==> src/rtl/sis_pkg.sv <==
// shared types, constants and micro-operation codes for the sorted integer set unit
// no dependencies
`timescale 1ns / 1ps
`default_nettype none
package sis_pkg;
   localparam int CAPACITY = 256;
   localparam int ADDR_W   = $clog2(CAPACITY);
   localparam int CNT_W    = 9;
   localparam int DATA_W   = 32;

   localparam logic [2:0] CMD_INSERT = 3'd0;
   localparam logic [2:0] CMD_APPEND = 3'd1;
   localparam logic [2:0] CMD_AT     = 3'd2;
   localparam logic [2:0] CMD_FIND   = 3'd3;
   localparam logic [2:0] CMD_SORT   = 3'd4;
   localparam logic [2:0] CMD_CLEAR  = 3'd5;

   localparam logic [1:0] ST_DONE    = 2'd0;
   localparam logic [1:0] ST_DUP     = 2'd1;
   localparam logic [1:0] ST_FULL    = 2'd2;
   localparam logic [1:0] ST_BADPOS  = 2'd3;

   typedef struct packed {
      logic [2:0]               command;
      logic signed [DATA_W-1:0] value;
      logic [8:0]               position;
   } req_type;

   typedef struct packed {
      logic [1:0] status;
      logic       found;
      logic [8:0] where;
      logic [8:0] count;
      logic       ordered;
   } rsp_type;

   typedef enum logic [4:0] {
      OP_NONE, OP_ACCEPT, OP_BS_RD, OP_BS_UPD, OP_EQ_RD, OP_EQ_CHK, OP_BS_MISS,
      OP_LS_RD, OP_LS_CHK, OP_LS_MISS, OP_PLACE, OP_UOA_RD, OP_UOA_CHK, OP_UOB_RD,
      OP_UOB_CHK, OP_UO_SET, OP_SH_RD, OP_SH_WR, OP_INS_DONE, OP_SRT_INIT,
      OP_SRT_RD, OP_SRT_LOAD, OP_SRT_SKIP, OP_SRT_PLACE, OP_SRT_DONE, OP_SRT_END,
      OP_RSP_BADPOS, OP_RSP_DUP, OP_RSP_FULL, OP_RSP_FIND, OP_RSP_PLAIN, OP_CLEAR
   } op_type;

   typedef struct packed {
      logic [2:0] cmd;
      logic       ord;
      logic       full;
      logic       pos_bad;
      logic       lo_lt_hi;
      logic       lo_lt_n;
      logic       i_lt_n;
      logic       match;
      logic       found;
      logic       need_uo;
      logic       p_gt0;
      logic       p_lt_cnt;
      logic       i_gt_p;
      logic       s_lt_cnt;
   } dp_status_type;
endpackage
`default_nettype wire

==> src/rtl/sis_ctrl.sv <==
// controller state machine for the sorted integer set unit
// depends on sis_pkg
`timescale 1ns / 1ps
`default_nettype none
module sis_ctrl import sis_pkg::*; (
   input  wire logic          clock,
   input  wire logic          reset,
   input  wire logic          start,
   input  wire dp_status_type st,
   output logic               busy,
   output op_type             op
);
   typedef enum logic [15:0] {
      S_IDLE    = 16'h0001, S_DISP   = 16'h0002, S_LOC    = 16'h0004,
      S_BS_W    = 16'h0008, S_EQ_W   = 16'h0010, S_LS_W   = 16'h0020,
      S_LOC_END = 16'h0040, S_UO_A   = 16'h0080, S_UOA_W  = 16'h0100,
      S_UO_B    = 16'h0200, S_UOB_W  = 16'h0400, S_UO_SET = 16'h0800,
      S_SH      = 16'h1000, S_SH_W   = 16'h2000, S_SRT_RD = 16'h4000,
      S_SRT_LD  = 16'h8000
   } state_type;

   state_type state_ff, state_in;
   logic      sort_ff, sort_in;
   logic      use_bs;

   assign busy   = (state_ff != S_IDLE);
   assign use_bs = sort_ff | st.ord;

   always_comb begin
      state_in = state_ff;
      sort_in  = sort_ff;
      op       = OP_NONE;
      unique case (state_ff)
         S_IDLE: begin
            if (start) begin
               op       = OP_ACCEPT;
               state_in = S_DISP;
            end
         end
         S_DISP: begin
            unique case (st.cmd)
               CMD_INSERT, CMD_APPEND, CMD_AT: begin
                  if (st.cmd == CMD_AT && st.pos_bad) begin
                     op       = OP_RSP_BADPOS;
                     state_in = S_IDLE;
                  end else begin
                     state_in = S_LOC;
                  end
               end
               CMD_FIND: state_in = S_LOC;
               CMD_SORT: begin
                  if (st.ord) begin
                     op       = OP_RSP_PLAIN;
                     state_in = S_IDLE;
                  end else begin
                     op       = OP_SRT_INIT;
                     sort_in  = 1'b1;
                     state_in = S_SRT_RD;
                  end
               end
               CMD_CLEAR: begin
                  op       = OP_CLEAR;
                  state_in = S_IDLE;
               end
               default: begin
                  op       = OP_RSP_PLAIN;
                  state_in = S_IDLE;
               end
            endcase
         end
         S_LOC: begin
            if (use_bs) begin
               priority if (st.lo_lt_hi) begin
                  op       = OP_BS_RD;
                  state_in = S_BS_W;
               end else if (st.lo_lt_n) begin
                  op       = OP_EQ_RD;
                  state_in = S_EQ_W;
               end else begin
                  op       = OP_BS_MISS;
                  state_in = S_LOC_END;
               end
            end else if (st.i_lt_n) begin
               op       = OP_LS_RD;
               state_in = S_LS_W;
            end else begin
               op       = OP_LS_MISS;
               state_in = S_LOC_END;
            end
         end
         S_BS_W: begin
            op       = OP_BS_UPD;
            state_in = S_LOC;
         end
         S_EQ_W: begin
            op       = OP_EQ_CHK;
            state_in = S_LOC_END;
         end
         S_LS_W: begin
            op       = OP_LS_CHK;
            state_in = st.match ? S_LOC_END : S_LOC;
         end
         S_LOC_END: begin
            priority if (sort_ff) begin
               op       = st.found ? OP_SRT_SKIP : OP_SRT_PLACE;
               state_in = st.found ? S_SRT_RD : S_SH;
            end else if (st.cmd == CMD_FIND) begin
               op       = OP_RSP_FIND;
               state_in = S_IDLE;
            end else if (st.found) begin
               op       = OP_RSP_DUP;
               state_in = S_IDLE;
            end else if (st.full) begin
               op       = OP_RSP_FULL;
               state_in = S_IDLE;
            end else begin
               op       = OP_PLACE;
               state_in = S_UO_A;
            end
         end
         S_UO_A: begin
            if (st.need_uo && st.p_gt0) begin
               op       = OP_UOA_RD;
               state_in = S_UOA_W;
            end else begin
               state_in = S_UO_B;
            end
         end
         S_UOA_W: begin
            op       = OP_UOA_CHK;
            state_in = S_UO_B;
         end
         S_UO_B: begin
            if (st.need_uo && st.p_lt_cnt) begin
               op       = OP_UOB_RD;
               state_in = S_UOB_W;
            end else begin
               state_in = S_UO_SET;
            end
         end
         S_UOB_W: begin
            op       = OP_UOB_CHK;
            state_in = S_UO_SET;
         end
         S_UO_SET: begin
            op       = OP_UO_SET;
            state_in = S_SH;
         end
         S_SH: begin
            priority if (st.i_gt_p) begin
               op       = OP_SH_RD;
               state_in = S_SH_W;
            end else if (sort_ff) begin
               op       = OP_SRT_DONE;
               state_in = S_SRT_RD;
            end else begin
               op       = OP_INS_DONE;
               state_in = S_IDLE;
            end
         end
         S_SH_W: begin
            op       = OP_SH_WR;
            state_in = S_SH;
         end
         S_SRT_RD: begin
            if (st.s_lt_cnt) begin
               op       = OP_SRT_RD;
               state_in = S_SRT_LD;
            end else begin
               op       = OP_SRT_END;
               sort_in  = 1'b0;
               state_in = S_IDLE;
            end
         end
         S_SRT_LD: begin
            op       = OP_SRT_LOAD;
            state_in = S_LOC;
         end
         default: state_in = S_IDLE;
      endcase
   end

   always_ff @(posedge clock) begin
      if (reset) begin
         state_ff <= S_IDLE;
         sort_ff  <= 1'b0;
      end else begin
         state_ff <= state_in;
         sort_ff  <= sort_in;
      end
   end
endmodule
`default_nettype wire

==> config.mk <==
export PLATFORM = sky130hd
export DESIGN_NAME = sis_ctrl
export DESIGN_NICKNAME = d
export VERILOG_FILES = /design/src/rtl/sis_pkg.sv /design/src/rtl/sis_ctrl.sv
export SDC_FILE = /design/constraint.sdc
export NUM_CORES = 1
export LEC_CHECK = 0
export BUFFER_PORTS_ARGS = -buffer_cell sky130_fd_sc_hd__buf_4
export CAP_MARGIN = 40
export CORE_UTILIZATION = 40
export CTS_CLUSTER_DIAMETER = 60
export DETAILED_ROUTE_END_ITERATION = 16
export REMOVE_ABC_BUFFERS = 1
export SYNTH_ARGS = -nofsm -noshare
export SYNTH_HDL_FRONTEND = slang
export SYNTH_SLANG_ARGS = --single-unit
export TNS_END_PERCENT = 20
==> constraint.sdc <==
create_clock -name clock -period 7.7 [get_ports clock]
set_input_delay 0.77 -clock clock [delete_from_list [all_inputs] [get_ports clock]]
set_output_delay 0.77 -clock clock [all_outputs]
set_load 0.05 [all_outputs]
==> flow_summary_export.csv <==
group,metric,value,unit
run_status,outcome,"finished clean",
floorplan,die_y,61.85,um
synthesis,ys.flop_type,"dfxtp_1",
placed_design,gp_congestion,0.9034,
timing,max_slew.worst_pin.slew,0.8676,ns
timing,setup_viol,0,
route,ant_nets,0,
cts,cts_max_level,1,
timing,min_period,3.591,ns
cts,clk_pin_slew_worst_paths,0.11,ns
route,via_per_inst,6.464,
grt,grt_usage,23.89,%
route,firstDrtPassIters,4,
pwr,clockPowerShare,24.8,%
pwr,intPower,0.1326,mW
worst_setup_path,cpMaxStageDelayCell,"or4_4",
timing,finalCritPeriodShare,46.64,%
grt,grt_pass1_wl,6741,um
synthesis,yosysTopAreaCell,"dfxtp_1",
worst_setup_path,crit_type,"flip-flop to primary output",
timing,fmax,278.4,MHz
cts,clockRootBuffer,"clkbuf_4",
finish,stdcell_count,252,
cts,cts_tree,"yes",
placed_design,pre_cts_slack,4.446,ns
finish,drive_gt1_share,19.90,%
worst_setup_path,cpMostUsedCell,"or4_4",
pwr,p_sw,0.06844,mW
placed_design,io_buffers,24,
cts,post_cts_resized,0,
pwr,p_seq_share,46.1,%
synthesis,synth_top_family_by_area,"simple AND/OR/NAND/NOR gates",
cts,postCtsSetupBuffers,0,
floorplan,core,3390,um^2
cts,cts_num_sinks,17,
synthesis,synthXorXnorAreaFrac,4.279,%
worst_setup_path,worstPathArrival,2.82,ns
worst_setup_path,crit_path_cell_trace,"or4_4, or4_4, or3_4, o31ai_4, a211o_1, buf_4",
grt,grt_overflow,0,
route,drcViolationCount,0,
timing,rsz0062_at_grt,"false",
finish,fillers,344,
pwr,pwr-share-comb,29.2,%
worst_setup_path,crit_path_end_kind,"primary output",
synthesis,yosys_warnings,0,
floorplan,initial_utilization,42.27,%
finish,insertedDiodeCount,0,
synthesis,synth_compound_area_share,21.40,%
run,drv_cap,0,
worst_setup_path,slowest_delay,0.60,ns
timing,final.setup.tns,0,ns
grt,grt_max_degree,14,
timing,fin_ws,4.109,ns
floorplan,die_width,61.85,um
finish,fin_nets,226,
synthesis,synthTopCellsByCount,"17 x dfxtp_1, 15 x nand2_1, 15 x nor2_1",
pwr,power_density,121.3,nW/um^2
route,wl_per_cell,16.59,um
cts,postCtsHoldBufs,0,
synthesis,synthMuxAreaShare,0.6987,%
worst_setup_path,cp_max_fo,9,
timing,finalClockSkew,0.006245,ns
route,drtIter0Drc,124,
synthesis,syn_area,1433,um^2
synthesis,avgSynthCellArea,7.580,um^2
cts,clockBufferDepth,2,
worst_setup_path,start_kind,"flip-flop",
pwr,power,0.2011,mW
floorplan,dieArea,3825,um^2
synthesis,yosysMostFrequentCell,"dfxtp_1",
worst_hold_path,hold_path.class,"flip-flop to flip-flop",
timing,slew_violations,0,
floorplan,io_pins,25,
pwr,ir_drop,0.07180,mV
grt,grt_pass1_vias,1408,
floorplan,num_rows,21,
synthesis,ys_seq_area_share,23.76,%
synthesis,yosys.area.top_type_share,23.76,%
pwr,sw_frac_of_total,34.04,%
synthesis,synthDistinctLibCells,49,
synthesis,netlist_instances,189,
synthesis,synth_fa_ha_area_share,0,%
timing,hold_ws,0.6268,ns
route,postRouteWirelength,4180,um
placed_design,dpl.hpwl,3216,um
timing,relSlewSlack,41.68,%
synthesis,synthTopCellsByArea,"dfxtp_1 24%, nor4b_1 5.5%, a21oi_1 4.5%, nor3_1 4.2%, nand2_1 3.9%",
timing,hold_viol,0,
route,num_vias,1629,
worst_setup_path,crit_required,6.93,ns
synthesis,synth_async_sr_flop_share,0,%
finish,area_growth,15.72,%
pwr,power.leakage,0.6026,nW
cts,clkLatencyLatePin,0.29,ns
placed_design,placed_cells,248,
grt,antenna_found_initial,0,
synthesis,synth-simple-area-share,44.37,%
cts,numCtsBuffers,3,
synthesis,yosys_register_bits,17,
synthesis,synth-edff-count,0,
[worst max-delay path: cells and delay by family (launching register included)]
kind,cells,cell delay [ns]
DFF,1,0.41
AOI/OAI and AO/OA,2,0.32
buffers and inverters,1,0.19
and+or+nand+nor,3,1.61
[state kept, by name, indices dropped and copies added (netlist names)]
register  count
state_ff     16
sort_ff       1
[layout make-up]
cell class,instances,area (um^2),area share [%]
clock buffer,4,26.28,1.585
timing repair buffer,27,205.2,12.38
tap,46,57.56,3.472
multi-input combinational,154,1013,61.13
sequential,17,340.3,20.53
inverter,4,15.01,0.9057
[cell usage in the layout, fill, tap and decap left out, types with 2 or more instances in the layout]
cell	count
xnor2_1	5
nand4b_1	2
a21oi_1	13
nor2b_1	2
a211o_1	2
o2bb2ai_1	2
or4_4	2
nand3_1	4
nor2_1	15
nand3b_1	3
nor4b_1	9
o211ai_1	2
nor3b_1	2
inv_1	4
o21ai_0	7
nand2b_1	2
nor4_1	5
xor2_1	2
dfxtp_1	17
o22ai_1	2
or4_1	6
clkbuf_4	3
nand4_1	9
nand2_1	15
a211oi_1	2
or2_2	2
buf_4	26
o32ai_1	3
nor3_1	12
or3_1	4
a32oi_1	2
nor4_2	3
[metal layers]
| layer | vias up | wire length (um) | share of wire, % | GRT usage [%] |
|---|---|---|---|---|
| met2 | 78 | 1931 | 46 | 37.17 |
| met5 | - | 0 | 0 | 0 |
| li1 | 769 | - | - | - |
| met3 | 8 | 245 | 5.9 | 3.106 |
| met4 | 0 | 44 | 1.1 | 8.889 |
| met1 | 774 | 1959 | 47 | 33.63 |
[logic make-up after synthesis]
family,Yosys count
xor+xnor,7
mux,1
simple gates,102
compound gates,44
flops,17
buf+inv,18
[power groups by stage]
stage               clock network [mW]  logic, mW  registers, mW
finish                          0.0498     0.0586         0.0926
global route                    0.0551     0.0629         0.0930
CTS                             0.0506     0.0581         0.0925
detailed placement                   0     0.0578         0.0945
global placement                     0     0.0568         0.0942
floorplan                            0     0.0341         0.0936
[path summary, 6_finish.rpt]
kind | startpoint | endpoint | slack (ns) | depth (start not counted)
min reg2reg | state_ff[10] | state_ff[11] | 0.63 | 2
min | state_ff[10] | state_ff[11] | 0.63 | 2
max | state_ff[15] | op[3] | 4.11 | 6
max reg2reg | state_ff[15] | state_ff[6] | 5.33 | 5
[per-stage QoR]
| step | util [%] | instance area [um^2] |
|---|---|---|
| final | 48.91 | 1658 |
| after global routing | 48.91 | 1658 |
| after CTS | 48.91 | 1658 |
| after detailed placement | 48.14 | 1632 |
| after global placement | 47.62 | 1614 |
| after floorplan | - | 1369 |
(Power assumes the default switching activity.)
